$ cat src/rtl/core/sfbcrc16_pkg.sv
package sfbcrc16_pkg;

    localparam int FrameLen   = 11;
    localparam int IdxW       = $clog2(FrameLen);
    localparam int QueueDepth = 2;

    typedef logic [IdxW-1:0] idx_t;

    localparam idx_t IDX_START  = IdxW'(0);
    localparam idx_t IDX_LEN    = IdxW'(1);
    localparam idx_t IDX_TYPE   = IdxW'(2);
    localparam idx_t IDX_SUB    = IdxW'(3);
    localparam idx_t IDX_ACCESS = IdxW'(4);
    localparam idx_t IDX_VAL0   = IdxW'(5);
    localparam idx_t IDX_VAL1   = IdxW'(6);
    localparam idx_t IDX_VAL2   = IdxW'(7);
    localparam idx_t IDX_VAL3   = IdxW'(8);
    localparam idx_t IDX_CRC_LO = IdxW'(9);
    localparam idx_t IDX_CRC_HI = IdxW'(10);

    localparam logic [7:0]  START_BYTE  = 8'h55;
    localparam logic [7:0]  LEN_BYTE    = 8'h06;
    localparam logic [7:0]  ACCESS_BYTE = 8'h01;
    localparam logic [15:0] CRC_INIT    = 16'hFFFF;
    localparam logic [15:0] CRC_POLY    = 16'h1021;

    typedef struct packed {
        logic [31:0] value_bits;
        logic [7:0]  sub_id;
        logic [7:0]  type_id;
    } req_t;

    typedef struct packed {
        logic valid;
        req_t head;
    } q_head_t;

    function automatic logic [15:0] crc_feed(input logic [15:0] crc, input logic [7:0] data);
        logic [15:0] c;
        c = crc ^ {data, 8'h00};
        for (int i = 0; i < 8; i++)
        begin
            if (c[15])
            begin
                c = {c[14:0], 1'b0} ^ CRC_POLY;
            end
            else
            begin
                c = {c[14:0], 1'b0};
            end
        end
        return c;
    endfunction

endpackage

$ cat src/rtl/core/sfbcrc16_queue.sv
module sfbcrc16_queue #(
    parameter int DEPTH = sfbcrc16_pkg::QueueDepth
) (
    input  logic                  clk,
    input  logic                  rst_n,
    input  logic                  in_valid,
    output logic                  in_ready,
    input  sfbcrc16_pkg::req_t    in_req,
    output sfbcrc16_pkg::q_head_t q_head,
    input  logic                  pop
);
    import sfbcrc16_pkg::*;

    localparam int AW = (DEPTH > 1) ? $clog2(DEPTH) : 1;
    localparam int CW = $clog2(DEPTH + 1);

    req_t          mem [DEPTH];
    logic [AW-1:0] wr_ptr_reg, wr_ptr_next;
    logic [AW-1:0] rd_ptr_reg, rd_ptr_next;
    logic [CW-1:0] count_reg, count_next;
    logic          push;
    logic          do_pop;

    assign in_ready = (count_reg != CW'(DEPTH));
    assign push     = in_valid && in_ready;
    assign do_pop   = pop && (count_reg != '0);

    assign q_head.valid = (count_reg != '0);
    assign q_head.head  = mem[rd_ptr_reg];

    always_comb
    begin
        wr_ptr_next = wr_ptr_reg;
        rd_ptr_next = rd_ptr_reg;
        count_next  = count_reg;
        if (push)
        begin
            wr_ptr_next = (wr_ptr_reg == AW'(DEPTH - 1)) ? '0 : wr_ptr_reg + 1'b1;
        end
        if (do_pop)
        begin
            rd_ptr_next = (rd_ptr_reg == AW'(DEPTH - 1)) ? '0 : rd_ptr_reg + 1'b1;
        end
        if (push && !do_pop)
        begin
            count_next = count_reg + 1'b1;
        end
        else if (do_pop && !push)
        begin
            count_next = count_reg - 1'b1;
        end
    end

    always_ff @(posedge clk)
    begin
        if (push)
        begin
            mem[wr_ptr_reg] <= in_req;
        end
    end

    always_ff @(posedge clk or negedge rst_n)
    begin
        if (!rst_n)
        begin
            wr_ptr_reg <= '0;
            rd_ptr_reg <= '0;
            count_reg  <= '0;
        end
        else
        begin
            wr_ptr_reg <= wr_ptr_next;
            rd_ptr_reg <= rd_ptr_next;
            count_reg  <= count_next;
        end
    end

endmodule

$ cat src/rtl/core/sfbcrc16_framer.sv
module sfbcrc16_framer (
    input  logic                  clk,
    input  logic                  rst_n,
    input  sfbcrc16_pkg::q_head_t q_head,
    output logic                  pop,
    output logic                  out_valid,
    input  logic                  out_ready,
    output logic [7:0]            out_byte,
    output logic                  out_last
);
    import sfbcrc16_pkg::*;

    idx_t        idx_reg, idx_next;
    logic [15:0] crc_reg, crc_next;
    logic        valid_reg, valid_next;
    logic [7:0]  byte_reg, byte_next;
    logic        last_reg, last_next;
    logic        load;
    logic        at_last;
    logic [7:0]  cur_byte;

    assign load    = q_head.valid && (!valid_reg || out_ready);
    assign at_last = (idx_reg == IDX_CRC_HI);
    assign pop     = load && at_last;

    always_comb
    begin
        case (idx_reg)
            IDX_START:  cur_byte = START_BYTE;
            IDX_LEN:    cur_byte = LEN_BYTE;
            IDX_TYPE:   cur_byte = q_head.head.type_id;
            IDX_SUB:    cur_byte = q_head.head.sub_id;
            IDX_ACCESS: cur_byte = ACCESS_BYTE;
            IDX_VAL0:   cur_byte = q_head.head.value_bits[7:0];
            IDX_VAL1:   cur_byte = q_head.head.value_bits[15:8];
            IDX_VAL2:   cur_byte = q_head.head.value_bits[23:16];
            IDX_VAL3:   cur_byte = q_head.head.value_bits[31:24];
            IDX_CRC_LO: cur_byte = crc_reg[7:0];
            IDX_CRC_HI: cur_byte = crc_reg[15:8];
            default:    cur_byte = START_BYTE;
        endcase
    end

    always_comb
    begin
        idx_next   = idx_reg;
        crc_next   = crc_reg;
        valid_next = valid_reg;
        byte_next  = byte_reg;
        last_next  = last_reg;
        if (load)
        begin
            valid_next = 1'b1;
            byte_next  = cur_byte;
            last_next  = at_last;
            idx_next   = at_last ? IDX_START : idx_reg + 1'b1;
            if (idx_reg == IDX_START)
            begin
                crc_next = CRC_INIT;
            end
            else if (idx_reg inside {[IDX_LEN:IDX_VAL3]})
            begin
                crc_next = crc_feed(crc_reg, cur_byte);
            end
        end
        else if (out_ready)
        begin
            valid_next = 1'b0;
        end
    end

    always_ff @(posedge clk or negedge rst_n)
    begin
        if (!rst_n)
        begin
            idx_reg   <= IDX_START;
            crc_reg   <= CRC_INIT;
            valid_reg <= 1'b0;
        end
        else
        begin
            idx_reg   <= idx_next;
            crc_reg   <= crc_next;
            valid_reg <= valid_next;
        end
    end

    always_ff @(posedge clk)
    begin
        byte_reg <= byte_next;
        last_reg <= last_next;
    end

    assign out_valid = valid_reg;
    assign out_byte  = byte_reg;
    assign out_last  = last_reg;

endmodule

$ cat src/rtl/core/set_frame_builder_crc16_core.sv
// Path: a request is first written into the queue; when the framer is idle, it then registers
// the first frame byte from the queue head onto the output.
// Throughput: one frame byte per cycle while m_tready is high; each frame has eleven bytes,
// and the queue holds up to QUEUE_DEPTH (default two) requests, the one being sent included.
// Reset: rst_n clears the queue pointers, the byte counter and the output valid and presets
// the checksum to CRC_INIT at once; queued payload is not cleared.
module set_frame_builder_crc16_core #(
    parameter int QUEUE_DEPTH = sfbcrc16_pkg::QueueDepth
) (
    input  logic                                  clk,
    input  logic                                  rst_n,
    input  logic                                  s_tvalid,
    output logic                                  s_tready,
    // type_id [7:0], sub_id [15:8], value_bits [47:16]
    input  logic [$bits(sfbcrc16_pkg::req_t)-1:0] s_tdata,
    output logic                                  m_tvalid,
    input  logic                                  m_tready,
    // frame_byte [7:0]
    output logic [7:0]                            m_tdata,
    output logic                                  m_tlast
);
    import sfbcrc16_pkg::*;

    req_t    in_req;
    q_head_t q_head;
    logic    pop;

    assign in_req = req_t'(s_tdata);

    sfbcrc16_queue #(
        .DEPTH (QUEUE_DEPTH)
    ) u_queue (
        .clk      (clk),
        .rst_n    (rst_n),
        .in_valid (s_tvalid),
        .in_ready (s_tready),
        .in_req   (in_req),
        .q_head   (q_head),
        .pop      (pop)
    );

    sfbcrc16_framer u_framer (
        .clk       (clk),
        .rst_n     (rst_n),
        .q_head    (q_head),
        .pop       (pop),
        .out_valid (m_tvalid),
        .out_ready (m_tready),
        .out_byte  (m_tdata),
        .out_last  (m_tlast)
    );

endmodule

$ cat config.mk
export PLATFORM = sky130hd
export DESIGN_NAME = set_frame_builder_crc16_core
export DESIGN_NICKNAME = d
export VERILOG_FILES = /design/src/rtl/core/sfbcrc16_pkg.sv /design/src/rtl/core/sfbcrc16_queue.sv /design/src/rtl/core/sfbcrc16_framer.sv /design/src/rtl/core/set_frame_builder_crc16_core.sv
export SDC_FILE = /design/constraint.sdc
export NUM_CORES = 1
export LEC_CHECK = 0
export BUFFER_PORTS_ARGS = -buffer_cell sky130_fd_sc_hd__clkbuf_2
export CAP_MARGIN = 20
export CORE_ASPECT_RATIO = 0.5
export CORE_MARGIN = 1.5
export CORE_UTILIZATION = 35
export DETAILED_ROUTE_END_ITERATION = 6
export HOLD_SLACK_MARGIN = 0.02
export PLACE_DENSITY_LB_ADDON = 0.12
export SKIP_CTS_REPAIR_TIMING = 1
export SLEW_MARGIN = 20
export SYNTH_ARGS = -nofsm -noshare
export SYNTH_HDL_FRONTEND = slang
export SYNTH_SLANG_ARGS = --single-unit
$ cat constraint.sdc
create_clock -name clk -period 3.4 [get_ports clk]
set_input_delay 0.17 -clock clk [delete_from_list [all_inputs] [get_ports clk]]
set_output_delay 0.17 -clock clk [all_outputs]
set_load 0.02 [all_outputs]
==> impl_results.md <==
- Status: finished, final reports clean
- Worst Max-Slew Pin Slew: 754.8 ps
- Ys Warns: 0
- Synth top cells by count: edfxtp_1 (105), mux2i_1 (43), nor2_1 (21)
- Final count of hold timing violations: 0
- Clock sinks: 130
- Die extent in x: 186.4 um
- Clock transition at path regs: 70 ps
- Final period util: 0.8578
- Met3 usage: 0.03456
- # IOs: 63
- Critical path class: flip-flop to flip-flop
- Clock buffer depth: 2
- Register-to-Register Path Depth: 8
- Root Driver: clkbuf_16
- Layout cell share with drive strength beyond 1: 0.2887
- Hold Path End: u_framer.out_valid
- Min cycle time layout: 2917 ps
- Htree depth: 4
- # rows: 33
- GRT Total Usage: 0.1578
- Synthesized area per cell: 14.97 um^2
- Psw: 2.918 mW
- Critical path, cell by cell: buf_4 -> mux2i_1 -> o22ai_1 -> nor2_1 -> nand2_2 -> xor2_4 -> xnor3_1 -> o22a_1
- Leakage power: 2.865 nW
- FF+latch count, synth: 130
- Crit-path max cell delay: 720 ps
- Dpl cells: 676
- Max reg flops: 96
- Rel. slew slack: 0.4956
- Post-detail-place hpwl: 9102 um
- Clk_skew: 10.49 ps
- Peak supply drop: 0.3848 mV
- Post-Route WL: 13270 um
- Clock power share: 0.219
- Critical R2R Launch: u_queue.rd_ptr_reg
- Ys flop type: edfxtp_1
- Worst Hold Launch: m_tready
- Gpl congestion: 0.7658
- Via count: 3584
- Met1 Usage GRT: 0.2296
- Post-Syn Nets: 446
- Drt pass-1 iters: 4
- TritonCTS clock tree: yes
- Post-Syn Area: 0.005883 mm^2
- Power share of the combinational group: 0.438
- Critical Path Source Type: flip-flop
- Synth area leader: edfxtp_1
- Routed length per placed instance: 17.53 um
- Non-filler instance count after layout: 757
- FF-to-FF End: u_framer.crc_reg[12]
- Endpoints failing setup: 0
- Grt total ovfl: 0
- Worst skew pair latency: 420 ps
- Post-synth EDFFs: 105
- Starting density of the core: 0.3589
- Top-area cell type share of the netlist area: 0.5359
- CP arrival: 3260 ps
- First-pass GRT wire length: 20460 um
- RSZ-0062 raised after global routing: false
- Number of global-route vias before repair: 3443
- Core ar.: 0.01639 mm^2
- Die area: 0.01764 mm^2
- Grt peak-use layer: met2
- WP data required: 3740 ps
- CP max stage cell: dfrtp_2
- Worst-path maximum fanout: 21
- PD cells: 1057 mW/mm^2
- Largest cells by area after synthesis: edfxtp_1 (54%), mux2i_1 (7.3%), dfstp_2 (7.1%), dfrtp_1 (3.8%), xnor2_1 (1.9%)
- Layout filler cell count: 1469
- Num CTS Buffers: 17
- Yosys cell types: 65
- Buffers on Ports: 62
- Diodes inserted: 0
- Hold Path Depth: 3
- Seq pwr share: 0.343
- Asr flop ratio synth: 0.1923
- Syn-to-layout area delta: 27.67%
- DRT antenna net count: 0
- Sum Neg Setup Slack: 0 ps
- Initial antenna violation count: 0
- Final Max Tran Viols: 0
- Routed vias/inst: 4.734
- Max-Cap Viols: 0
- Count leader, synth: edfxtp_1
- Met2 usage: 0.2388
- Die height: 94.68 um
- Nets@finish: 570
- Pin count of the biggest net entering global routing: 35
- Switching part of the total: 0.3675
- HP Class: input port to flip-flop
- Internal: 5.022 mW
- Post-route DRC: 0
- Sequential share of the synthesized area: 0.6457
- Iter 0 DRT Violations: 250
- Worst reg-to-reg setup slack: 480 ps
- Cell count after synthesis: 393
- Max Clock Freq: 342.9 MHz
- Critical Path End Type: flip-flop
-- layer usage --
metal  vias to the layer above  routed length, um
met2                        69               5814
li1                       1746                  -
met4                         0                115
met5                         -                  0
met1                      1759               6741
met3                        10                600
-- worst max-delay path by stage --
stage | slack [ps] | from | to | cells past startpoint
6_report | 480 | u_queue.rd_ptr_reg | u_framer.crc_reg[12] | 8
5_1_grt | 260 | u_queue.rd_ptr_reg | u_framer.crc_reg[6] | 8
4_1_cts | 430 | u_queue.rd_ptr_reg | u_framer.crc_reg[12] | 8
3_5_place_dp | 440 | u_queue.rd_ptr_reg | u_framer.crc_reg[12] | 8
3_3_place_gp | 540 | u_queue.rd_ptr_reg | u_framer.crc_reg[12] | 8
2_1_floorplan | 110 | u_queue.count_reg[0] | u_queue.mem[0][0] | 3
-- cell type report --
type / instances / area [um^2] / share of cell area
clock buffer: 17 / 425.4 / 0.05664
clock inverter: 15 / 142.6 / 0.01899
inverter: 9 / 33.78 / 0.004498
multi-input combinational: 232 / 1904 / 0.2535
sequential: 130 / 3800 / 0.5059
tap: 227 / 284.0 / 0.03781
timing repair buffer: 127 / 920.9 / 0.1226
-- cell usage in the layout (no fill, tap or decap), types with 3 or more instances in the layout --
cell type / synthesis / final
edfxtp_1: 105 / 105
clkbuf_2: 1 / 62
dlygate4sd3_1: 0 / 49
mux2i_1: 43 / 43
a21oi_1: 20 / 20
nor2_1: 21 / 20
o22ai_1: 17 / 17
clkbuf_16: 0 / 17
buf_4: 5 / 16
dfstp_2: 16 / 16
xnor2_1: 13 / 13
nand3b_1: 10 / 10
nand2_1: 9 / 9
nand2b_1: 8 / 8
inv_1: 8 / 8
nand3_1: 8 / 8
dfrtp_1: 9 / 8
o21ai_0: 5 / 5
xor2_1: 5 / 5
inv_8: 0 / 5
a211oi_1: 4 / 4
xnor3_1: 4 / 4
nand4bb_1: 3 / 3
o2bb2ai_1: 3 / 3
a21o_1: 3 / 3
xnor2_2: 3 / 3
o22a_1: 3 / 3
inv_6: 0 / 3
clkinvlp_4: 0 / 3
-- per-stage QoR --
stage	power [mW]	area, um^2	utilization	setup slack (ps)	hold slack, ps
after floorplan	5.443	5883	-	110.9	-125.6
after detailed placement	6.227	6452	0.3936	441.2	241.5
after CTS	7.978	7020	0.4283	434.5	-201.1
final	7.940	7511	0.4582	483.4	36.94
after global placement	6.197	6452	0.3936	535.5	257.8
after global routing	8.438	7511	0.4582	263.0	35.20
-- kinds of logic after synthesis --
kind of cell,count (synthesis),share of synthesized area
xor+xnor,29,0.06529
flops,130,0.6457
buf+inv,31,0.03211
fa+ha+maj,1,0.002126
mux,44,0.07507
simple gates,87,0.09804
compound gates,71,0.08167
-- worst max-delay path: cells and delay by family, from the launching register on --
kind / cells / cell delay (ps)
multiplexers: 1 / 270
AO/OA/AOI/OAI: 2 / 280
AND/OR/NAND/NOR: 2 / 450
XOR/XNOR: 2 / 650
buffers and inverters: 1 / 440
flip-flops: 1 / 720
-- power by group through the flow --
stage	registers, mW	logic (mW)	clock network (mW)
CTS	2.73	3.48	1.77
detailed placement	2.76	3.47	0
finish	2.72	3.47	1.74
global route	2.78	3.81	1.84
global placement	2.76	3.44	0
floorplan	2.67	2.77	0
Power figures use the tool's default switching activity.
